[config.mk]
export PLATFORM = sky130hd
export DESIGN_NAME = modular_exponentiation
export DESIGN_NICKNAME = d
export VERILOG_FILES = /design/src/rtl/mexp_pkg.sv /design/src/rtl/modular_exponentiation.sv /design/src/rtl/mexp_mulmod.sv
export SDC_FILE = /design/constraint.sdc
export NUM_CORES = 1
export LEC_CHECK = 0
export BUFFER_PORTS_ARGS = -buffer_cell sky130_fd_sc_hd__buf_4
export CORE_MARGIN = 2
export CORE_UTILIZATION = 55
export CTS_CLUSTER_SIZE = 24
export DETAILED_ROUTE_END_ITERATION = 7
export PLACE_DENSITY_LB_ADDON = 0.25
export SYNTH_ARGS = -nofsm -noshare
export SYNTH_HDL_FRONTEND = slang
export SYNTH_SLANG_ARGS = --single-unit
[constraint.sdc]
create_clock -name clk -period 4.48 [get_ports clk]
set_input_delay 1.12 -clock clk [delete_from_list [all_inputs] [get_ports clk]]
set_output_delay 1.12 -clock clk [all_outputs]
set_load 0.05 [all_outputs]
[src/rtl/mexp_pkg.sv]
// ----------------------------------------------------------------------------
// mexp_pkg
// Shared widths, reset constants, command codes and sequencer state type for
// the modular exponentiation block.
// ----------------------------------------------------------------------------
package mexp_pkg;

    // Operand and result width
    localparam int unsigned VAL_W      = 31;
    // Width of the exponent port
    localparam int unsigned EXP_PORT_W = 63;
    // Step counter of the serial multiplier, one step per multiplier bit
    localparam int unsigned CNT_W      = $clog2(VAL_W);

    typedef logic [VAL_W-1:0] val_t;

    // Modulus after reset
    localparam val_t MODULUS_RESET = 31'd1000000007;

    // Command codes
    localparam logic CMD_POW = 1'b0;
    localparam logic CMD_INV = 1'b1;

    // Exponentiation sequencer
    typedef enum logic [2:0] {
        ST_IDLE,
        ST_REDUCE,
        ST_EVAL,
        ST_MUL,
        ST_SQR,
        ST_FINISH
    } state_t;

endpackage

[src/rtl/modular_exponentiation.sv]
// The base is first reduced on the one bit-serial multiplier; then each square or
// multiply costs a decision state plus a run of that multiplier, with h squares and s
// multiplies, where h is the position of the highest set exponent bit and s the number
// of set bits. A modulus below two skips the multiplier and gives zero.
// One transaction at a time; the next is taken in the cycle after the result is loaded,
// later while a held result stalls the load. Reset: async, active low; modulus 1000000007.
// ----------------------------------------------------------------------------
// modular_exponentiation
// Right-to-left square-and-multiply of base to exponent modulo a configured
// modulus; the inverse command uses modulus minus two as exponent.
// ----------------------------------------------------------------------------
module modular_exponentiation #(
    parameter int unsigned EXPONENT_BITS = 63
) (
    input  logic                              clk,
    input  logic                              rst_n,
    // Configuration
    input  logic                              modulus_we,
    input  logic [mexp_pkg::VAL_W-1:0]        modulus_wdata,
    // Input channel
    input  logic                              in_valid,
    output logic                              in_stall,
    input  logic                              cmd,
    input  logic [mexp_pkg::VAL_W-1:0]        base,
    input  logic [mexp_pkg::EXP_PORT_W-1:0]   exponent,
    // Output channel
    output logic                              out_valid,
    input  logic                              out_stall,
    output logic [mexp_pkg::VAL_W-1:0]        result
);

    localparam int unsigned EXP_W = (EXPONENT_BITS > mexp_pkg::VAL_W) ?
                                    EXPONENT_BITS : mexp_pkg::VAL_W;

    mexp_pkg::state_t   state_reg;
    mexp_pkg::state_t   state_next;
    mexp_pkg::val_t     modulus_reg;
    logic [EXP_W-1:0]   exp_reg;
    logic [EXP_W-1:0]   exp_next;
    mexp_pkg::val_t     acc_reg;
    mexp_pkg::val_t     acc_next;
    mexp_pkg::val_t     sq_reg;
    mexp_pkg::val_t     sq_next;
    logic               out_valid_reg;
    logic               out_valid_next;
    mexp_pkg::val_t     result_reg;
    mexp_pkg::val_t     result_next;

    logic               in_accept;
    logic               mod_ok;
    mexp_pkg::val_t     inv_exp;
    logic               mm_start;
    mexp_pkg::val_t     mm_x;
    mexp_pkg::val_t     mm_y;
    logic               mm_busy;
    logic               mm_done;
    mexp_pkg::val_t     mm_product;

    assign in_stall  = (state_reg != mexp_pkg::ST_IDLE);
    assign in_accept = in_valid && !in_stall;
    assign mod_ok    = (modulus_reg > mexp_pkg::val_t'(1));
    assign inv_exp   = modulus_reg - mexp_pkg::val_t'(2);

    // Shared modular multiplier
    mexp_mulmod u_mulmod (
        .clk     (clk),
        .rst_n   (rst_n),
        .start   (mm_start),
        .x       (mm_x),
        .y       (mm_y),
        .m       (modulus_reg),
        .busy    (mm_busy),
        .done    (mm_done),
        .product (mm_product)
    );

    // Sequencer: next state and datapath control
    always_comb
    begin
        state_next     = state_reg;
        exp_next       = exp_reg;
        acc_next       = acc_reg;
        sq_next        = sq_reg;
        mm_start       = 1'b0;
        mm_x           = sq_reg;
        mm_y           = sq_reg;
        out_valid_next = out_valid_reg && out_stall;
        result_next    = result_reg;

        unique case (state_reg)
            mexp_pkg::ST_IDLE:
            begin
                if (in_accept)
                begin
                    if (mod_ok)
                    begin
                        if (cmd == mexp_pkg::CMD_INV)
                        begin
                            exp_next = EXP_W'(inv_exp);
                        end
                        else
                        begin
                            exp_next = EXP_W'(exponent[EXPONENT_BITS-1:0]);
                        end
                        // base mod m as 1 * base
                        acc_next   = mexp_pkg::val_t'(1);
                        mm_start   = 1'b1;
                        mm_x       = mexp_pkg::val_t'(1);
                        mm_y       = base;
                        state_next = mexp_pkg::ST_REDUCE;
                    end
                    else
                    begin
                        // degenerate modulus gives zero
                        acc_next   = '0;
                        state_next = mexp_pkg::ST_FINISH;
                    end
                end
            end

            mexp_pkg::ST_REDUCE:
            begin
                if (mm_done)
                begin
                    sq_next    = mm_product;
                    state_next = mexp_pkg::ST_EVAL;
                end
            end

            mexp_pkg::ST_EVAL:
            begin
                if (exp_reg == '0)
                begin
                    state_next = mexp_pkg::ST_FINISH;
                end
                else if (exp_reg[0])
                begin
                    mm_start   = 1'b1;
                    mm_x       = sq_reg;
                    mm_y       = acc_reg;
                    state_next = mexp_pkg::ST_MUL;
                end
                else
                begin
                    mm_start   = 1'b1;
                    state_next = mexp_pkg::ST_SQR;
                end
            end

            mexp_pkg::ST_MUL:
            begin
                if (mm_done)
                begin
                    acc_next   = mm_product;
                    exp_next   = {exp_reg[EXP_W-1:1], 1'b0};
                    state_next = mexp_pkg::ST_EVAL;
                end
            end

            mexp_pkg::ST_SQR:
            begin
                if (mm_done)
                begin
                    sq_next    = mm_product;
                    exp_next   = {1'b0, exp_reg[EXP_W-1:1]};
                    state_next = mexp_pkg::ST_EVAL;
                end
            end

            mexp_pkg::ST_FINISH:
            begin
                // load once the output register is free or being emptied
                if (!out_valid_reg || !out_stall)
                begin
                    out_valid_next = 1'b1;
                    result_next    = acc_reg;
                    state_next     = mexp_pkg::ST_IDLE;
                end
            end

            default:
            begin
                state_next = mexp_pkg::ST_IDLE;
            end
        endcase
    end

    // Control registers
    always_ff @(posedge clk or negedge rst_n)
    begin
        if (!rst_n)
        begin
            state_reg     <= mexp_pkg::ST_IDLE;
            out_valid_reg <= 1'b0;
            modulus_reg   <= mexp_pkg::MODULUS_RESET;
        end
        else
        begin
            state_reg     <= state_next;
            out_valid_reg <= out_valid_next;
            if (modulus_we)
            begin
                modulus_reg <= modulus_wdata;
            end
        end
    end

    // Payload registers
    always_ff @(posedge clk)
    begin
        exp_reg    <= exp_next;
        acc_reg    <= acc_next;
        sq_reg     <= sq_next;
        result_reg <= result_next;
    end

    assign out_valid = out_valid_reg;
    assign result    = result_reg;

    // An accepted transaction blocks the input until it is finished
    a_busy_after_accept: assert property (@(posedge clk) disable iff (!rst_n)
        in_accept |=> in_stall)
        else $error("input not stalled after accepting a transaction");

    // Multiplier only runs while the sequencer waits on it
    a_mul_owned: assert property (@(posedge clk) disable iff (!rst_n)
        (mm_busy || mm_done) |-> (state_reg == mexp_pkg::ST_REDUCE ||
                                  state_reg == mexp_pkg::ST_MUL ||
                                  state_reg == mexp_pkg::ST_SQR))
        else $error("multiplier active outside a multiply state");

    // Leaving FINISH always presents a result
    a_finish_loads: assert property (@(posedge clk) disable iff (!rst_n)
        (state_reg == mexp_pkg::ST_FINISH && !(out_valid_reg && out_stall))
        |=> (out_valid_reg && state_reg == mexp_pkg::ST_IDLE))
        else $error("finished transaction not loaded into output register");

endmodule

[src/rtl/mexp_mulmod.sv]
// ----------------------------------------------------------------------------
// mexp_mulmod
// Bit-serial interleaved modular multiplier: x * y mod m, x below m, one bit
// of y per cycle, MSB first, while busy; done pulses for one cycle with the final product.
// ----------------------------------------------------------------------------
module mexp_mulmod (
    input  logic          clk,
    input  logic          rst_n,
    input  logic          start,
    input  mexp_pkg::val_t x,
    input  mexp_pkg::val_t y,
    input  mexp_pkg::val_t m,
    output logic          busy,
    output logic          done,
    output mexp_pkg::val_t product
);

    localparam int unsigned TW = mexp_pkg::VAL_W + 2;

    logic                        busy_reg;
    logic                        done_reg;
    logic [mexp_pkg::CNT_W-1:0]  cnt_reg;
    mexp_pkg::val_t              x_reg;
    mexp_pkg::val_t              y_reg;
    mexp_pkg::val_t              p_reg;
    mexp_pkg::val_t              p_next;

    logic [TW-1:0]  t;
    logic [TW-1:0]  m1;
    logic [TW-1:0]  m2;
    logic [TW:0]    d1;
    logic [TW:0]    d2;
    logic           last_step;

    // One step: p = 2p + bit*x, then pull back below m (sum stays below 3m)
    always_comb
    begin
        t  = {1'b0, p_reg, 1'b0} + {2'b00, (y_reg[mexp_pkg::VAL_W-1] ? x_reg : '0)};
        m1 = {2'b00, m};
        m2 = {1'b0, m, 1'b0};
        d1 = {1'b0, t} - {1'b0, m1};
        d2 = {1'b0, t} - {1'b0, m2};
        if (!d2[TW])
        begin
            p_next = d2[mexp_pkg::VAL_W-1:0];
        end
        else if (!d1[TW])
        begin
            p_next = d1[mexp_pkg::VAL_W-1:0];
        end
        else
        begin
            p_next = t[mexp_pkg::VAL_W-1:0];
        end
    end

    assign last_step = (cnt_reg == mexp_pkg::CNT_W'(mexp_pkg::VAL_W - 1));

    // Control
    always_ff @(posedge clk or negedge rst_n)
    begin
        if (!rst_n)
        begin
            busy_reg <= 1'b0;
            done_reg <= 1'b0;
            cnt_reg  <= '0;
        end
        else
        begin
            done_reg <= 1'b0;
            if (start)
            begin
                busy_reg <= 1'b1;
                cnt_reg  <= '0;
            end
            else if (busy_reg)
            begin
                cnt_reg <= cnt_reg + 1'b1;
                if (last_step)
                begin
                    busy_reg <= 1'b0;
                    done_reg <= 1'b1;
                end
            end
        end
    end

    // Datapath
    always_ff @(posedge clk)
    begin
        if (start)
        begin
            x_reg <= x;
            y_reg <= y;
            p_reg <= '0;
        end
        else if (busy_reg)
        begin
            y_reg <= {y_reg[mexp_pkg::VAL_W-2:0], 1'b0};
            p_reg <= p_next;
        end
    end

    assign busy    = busy_reg;
    assign done    = done_reg;
    assign product = p_reg;

endmodule

# After elaboration in Yosys (flattened, before gate mapping)
# Cells that the tools add are included.
# word_totals
reg_bits	291
wordCells	98
# op_classes
n_addsub	5
n_lt_le_gt_ge	1
eq_ne	12
mux	44
bitwise_logic	1
n_reduce_logical	21
# ops
op	n
31-bit two-way mux	14
63-bit two-way mux	4
63-bit one-hot mux with 3 select lines	1
31-bit one-hot mux with 2 select lines	2
63-bit logical NOT	1
33-bit by 31-bit subtractor with 34-bit output	1
33-bit by 32-bit subtractor with 34-bit output	1
32-bit by 31-bit adder with 33-bit output	1
31-bit by 1-bit greater-than comparator with 1-bit output, second input constant	1
31-bit by 2-bit subtractor with 31-bit output, second input constant	1
3-bit two-way mux	6
1-bit two-way mux	13
3-bit one-hot mux with 4 select lines	1
5-bit two-way mux	2
5-bit AND reduction	2
3-bit by 2-bit == test with 1-bit output, second input constant	2
3-bit == test, second input constant	2
2-bit by 1-bit != test with 1-bit output, second input constant	3
2-bit != test, second input constant	3
3-bit AND reduction	2
2-bit nonzero test	3
3-bit nonzero test	2
5-bit by 1-bit adder with 5-bit output, second input constant	1
5-bit == test, second input constant	1
10 further kinds	14

# Logic depth before layout (Yosys ltp)
# logic_depth
ltp_word	6
ltp_mapped	23
depth_no_buf	21

# Cells and area by module
# From an unflattened synthesis, not the netlist that was laid out.
# unflattened
cells_unflattened	1703
area_unflattened_um2	18195.0
# by_module_without_submodules
mod	n_inst	cells_per_inst	area_per_inst_um2	seq_area_each_um2
modular_exponentiation	1	674	9107.5	5580.4
mexp_mulmod	1	1029	9087.5	2657.5

# Worst setup path after synthesis
# Ideal clock, no wire load.
# synth_path
path_type	register to register
startpoint	reg u_mulmod.y_reg[30]
endpoint	reg u_mulmod.p_reg[0], in the netlist u_mulmod.product[0]
setup_time_ps	118
arrival_time_ps	4691
required_ps	4362
slack_ps	-329
stages_incl_launch_ff	24
path_buffers	3
path_cell_list	edfxtp_1 -> clkbuf_1 -> and2_1 -> ha_1 -> inv_1 -> fa_1 -> nand2b_1 -> a21oi_1 -> o21ai_1 -> a21oi_1 -> a21boi_0 -> xnor2_1 -> ha_1 -> clkbuf_1 -> a21oi_1 -> o211ai_1 -> a21oi_1 -> o21ai_0 -> a311o_1 -> o21ai_2 -> and2_4 -> buf_2 -> nand4_1 -> o2111a_1
# synth_between
elab_chain_cells	5
elab_cells_between_ends	6
cone_classes	add/sub (3); mux (3)
# synth_lines
item	line	source
start: declaration	mexp_mulmod.sv:24	mexp_pkg::val_t y_reg;
start signal: assignment	mexp_mulmod.sv:94	y_reg <= y;
start signal: assignment	mexp_mulmod.sv:99	y_reg <= {y_reg[mexp_pkg::VAL_W-2:0], 1'b0};
31-bit two-way mux *	mexp_mulmod.sv:38	t = {1'b0, p_reg, 1'b0} + {2'b00, (y_reg[mexp_pkg::VAL_W-1] ? x_reg : '0)};
32-bit by 31-bit adder with 33-bit output *	mexp_mulmod.sv:38	
33-bit by 31-bit subtractor with 34-bit output	mexp_mulmod.sv:41	d1 = {1'b0, t} - {1'b0, m1};
31-bit two-way mux	mexp_mulmod.sv:47	else if (!d1[TW])
31-bit two-way mux *	mexp_mulmod.sv:43	if (!d2[TW])
end signal: assignment	mexp_mulmod.sv:100	p_reg <= p_next;
end: declaration	mexp_mulmod.sv:25	mexp_pkg::val_t p_reg;
# Mark *: on every way between the ends. The rest lies on a longest branch, timed or not.
# A chain may end at the register's enable or synchronous reset.

# Worst setup path after layout
# layout_path
startpoint	reg u_mulmod.y_reg[30]
endpoint	reg u_mulmod.p_reg[22], in the netlist u_mulmod.product[22]
# The elaborated chain is that of the path after synthesis.

==> qor.yml <==
logic_synthesis:
  syn_area_per_cell_um2: 10.0
  async_reset_ff_frac: 0.144
  syn_nets: 2013
  synthesis.area_mm2: 0.0179
  synth-xor-area-share: 0.0490
  synth_compound_area_frac: 0.214
  synth_top_family_by_area: "compound AO/OA/AOI/OAI gates"
  synthMuxAreaShare: 0.0116
  synthCells: 1783
  synthSimpleGateAreaFrac: 0.158
  synth_edf_count: 218
  ys_seq_area_frac: 0.461
  synth.distinct_cells: 90
  ys_seq_elements: 291
  synth_fa_ha_area_frac: 0.0706
  yosys_warnings: 0
  synthFlopType: "edfxtp_1"
clock_tree:
  ctsHoldBuffers: 0
  clockBufferDepth: 3
  cts_tree: "built"
  htree_levels: 1
  cts-buffers-inserted: 30
  clk_latency_ps: 580
  cts.sinks: 291
  root_buffer: "clkbuf_16"
  clkTransAtPathRegs_ps: 60
place:
  place_area_mm2: 0.0215
  io_buffer_count: 163
  place_congestion: 1.00
  hpwl_um: 39800
  placed_cells: 2562
sta:
  rsz0062_at_grt: "true"
  skew_ps: 42.8
  fmax_mhz: 202
  layout_min_cycle_time_ps: 4950
  slew_headroom: 0.138
  tightest_slew_ps: 1290
  setup_viol: 31
  fin_crit_sh: 1.11
  fin_ws_ps: -473
  drv_slew: 0
  hold_viol: 0
grt:
  grt_overflow_total: 0
  antenna_found_initial: 1
  grt_use_total: 0.313
  grt_pass1_vias: 15219
  grt_max_degree: 94
  grt_first_pass_wirelength_um: 83200
layout:
  final_cells: 2653
  largest_reg_flops: 63
  area.growth.synth_to_final_pct: 34.6
  seq_area_mm2: 0.00824
  drive_gt1_frac: 0.339
  antenna-diode-count: 0
  nets: 2419
  multiInputGateArea_mm2: 0.0104
  fill_cells: 2146
  final_core_util: 0.745
  final_area_mm2: 0.0241
die:
  die-height_um: 184
  die_x_um: 184
  ios: 164
  num_rows: 66
  fp.coreArea_mm2: 0.0323
  die_area_mm2: 0.0339
  start_util: 0.553
hold_path:
  whs_path_depth: 0
  hold_path.class: "reg -> reg"
critical_path:
  setup.worst_path.end_class: "register"
  crit_type: "reg -> reg"
  startpoint_type: "register"
  critPathRequiredTime_ps: 4880
  crit_arrival_ps: 5350
  reg2reg_depth: 22
  critPathMaxFanout: 8
flow_run:
  max_cap_viol_count: 0
routing:
  routed-via-count: 16280
  antenna_left: 0
  drc: 0
  drt-initial-drc-count: 1644
  post_drt_wl_per_cell_um: 21.2
  vias_per_cell: 6.14
  wl_um: 56400
  dr.pass1.iters: 7
status:
  failed_checks: "negative setup slack"
  status: "complete, but fails checks"
## metrics by stage
step / setup TNS [ps] / hold slack (ps) / setup slack [ps]
2_1_floorplan: 0 / 425 / 1.15
3_3_place_gp: -8380 / 428 / -333
3_5_place_dp: -11910 / 442 / -453
4_1_cts: -5280 / 454 / -225
5_1_grt: -15830 / 463 / -635
6_report: -10380 / 452 / -473
## synthesized netlist by cell type, types with 11 or more instances
cell type,count,share of area
a211oi_1,33,0.014
a21o_1,29,0.012
a21oi_1,163,0.046
a222oi_1,31,0.017
a22o_1,62,0.030
a31oi_1,15,0.0053
and2_1,96,0.034
and3_1,17,0.0060
buf_2,16,0.0045
clkbuf_1,70,0.015
dfrtp_1,26,0.036
dfstp_2,16,0.024
dfxtp_1,31,0.035
edfxtp_1,218,0.37
ha_1,96,0.067
inv_1,67,0.014
mux2i_1,14,0.0078
nand2_1,108,0.023
nand2b_1,11,0.0039
nand3_1,35,0.0098
nand4_1,15,0.0053
nor2_1,136,0.029
nor2b_1,12,0.0042
nor3_1,40,0.011
nor4_1,22,0.0077
o211ai_1,12,0.0050
o21a_1,17,0.0071
o21ai_0,101,0.028
xnor2_1,74,0.036
xor2_1,26,0.013
## cell type report
type                       instances  share of cell area
multi-input combinational       1333               0.432
sequential                       291               0.343
timing repair buffer             464               0.151
clock buffer                      32              0.0315
tap                              442              0.0230
inverter                          69              0.0109
clock inverter                    22             0.00916
## worst paths after layout
check | from | end | slack (ps)
max | u_mulmod.y_reg[30] | u_mulmod.product[22] | -470
max reg2reg | u_mulmod.y_reg[30] | u_mulmod.product[22] | -470
max in group asynchronous | rst_n | out_valid | 3550
min in group asynchronous | rst_n | modulus_reg[13] | 540
min reg2reg | acc_reg[14] | result[14] | 450
min | acc_reg[14] | result[14] | 450
## placed cells by master, fill, tap and decap left out, types with 10 or more instances in the layout
cell type,n
buf_4,437
edfxtp_1,218
a21oi_1,135
nor2_1,129
nand2_1,102
and2_1,90
o21ai_0,77
inv_1,66
xnor2_1,65
a22o_1,62
ha_1,62
nor3_1,32
a222oi_1,31
clkbuf_16,31
dfxtp_1,31
ha_4,30
a21o_1,29
nand3_1,28
dfrtp_1,26
a21oi_2,23
xor2_1,22
buf_6,22
o21ai_1,21
nor4_1,20
and3_1,16
o21a_1,16
dfstp_2,16
nand4_1,15
a211oi_2,14
a211oi_1,14
mux2i_1,13
o211ai_1,12
o21ai_2,12
nor2b_1,12
a31oi_1,10
nand2b_1,10
## critical path, cell delays in order (launching register included)
cell      delay, ps
edfxtp_1        450
buf_6           170
and2_4          140
ha_4            180
buf_6           110
a21o_1          180
or3_4           360
o21ai_4         250
buf_6           150
a21oi_4          80
a21boi_4        260
nand4b_1        180
nand3_2         180
ha_4            340
nand2_2          50
a21oi_2         100
a221o_1         230
o21ai_2          80
a21o_1          200
o31ai_4         490
nor2_4          170
a211oi_1        310
o32ai_1         150
## logic make-up after synthesis
kind of cell | count (synthesis)
AOI/OAI and AO/OA | 568
and+or+nand+nor | 544
muxes | 20
DFF | 291
xor gates and xnor gates | 100
buffers and inverters | 161
adders and majority gates | 99
## what timing repair did
item / 4_1_cts / 5_1_grt
pin swaps: 40 / 74
buffers inserted: 7 / 26
endpoints found under the setup margin: 31 / 31
gates resized for setup: 84 / 161
cloned: 3 / 2
## routing by layer
| metal | vias up | global-route usage | wire length, um | share of wire |
|---|---|---|---|---|
| met4 | 0 | 0.104 | 2070 | 0.037 |
| li1 | 7553 | - | - | - |
| met2 | 811 | 0.478 | 25200 | 0.45 |
| met1 | 7805 | 0.466 | 24600 | 0.44 |
| met3 | 111 | 0.0326 | 4440 | 0.079 |
| met5 | - | 0 | 0 | 0 |
Power is not shown: default switching activity piles up to over one toggle a cycle in this logic, so the estimate is an artifact.
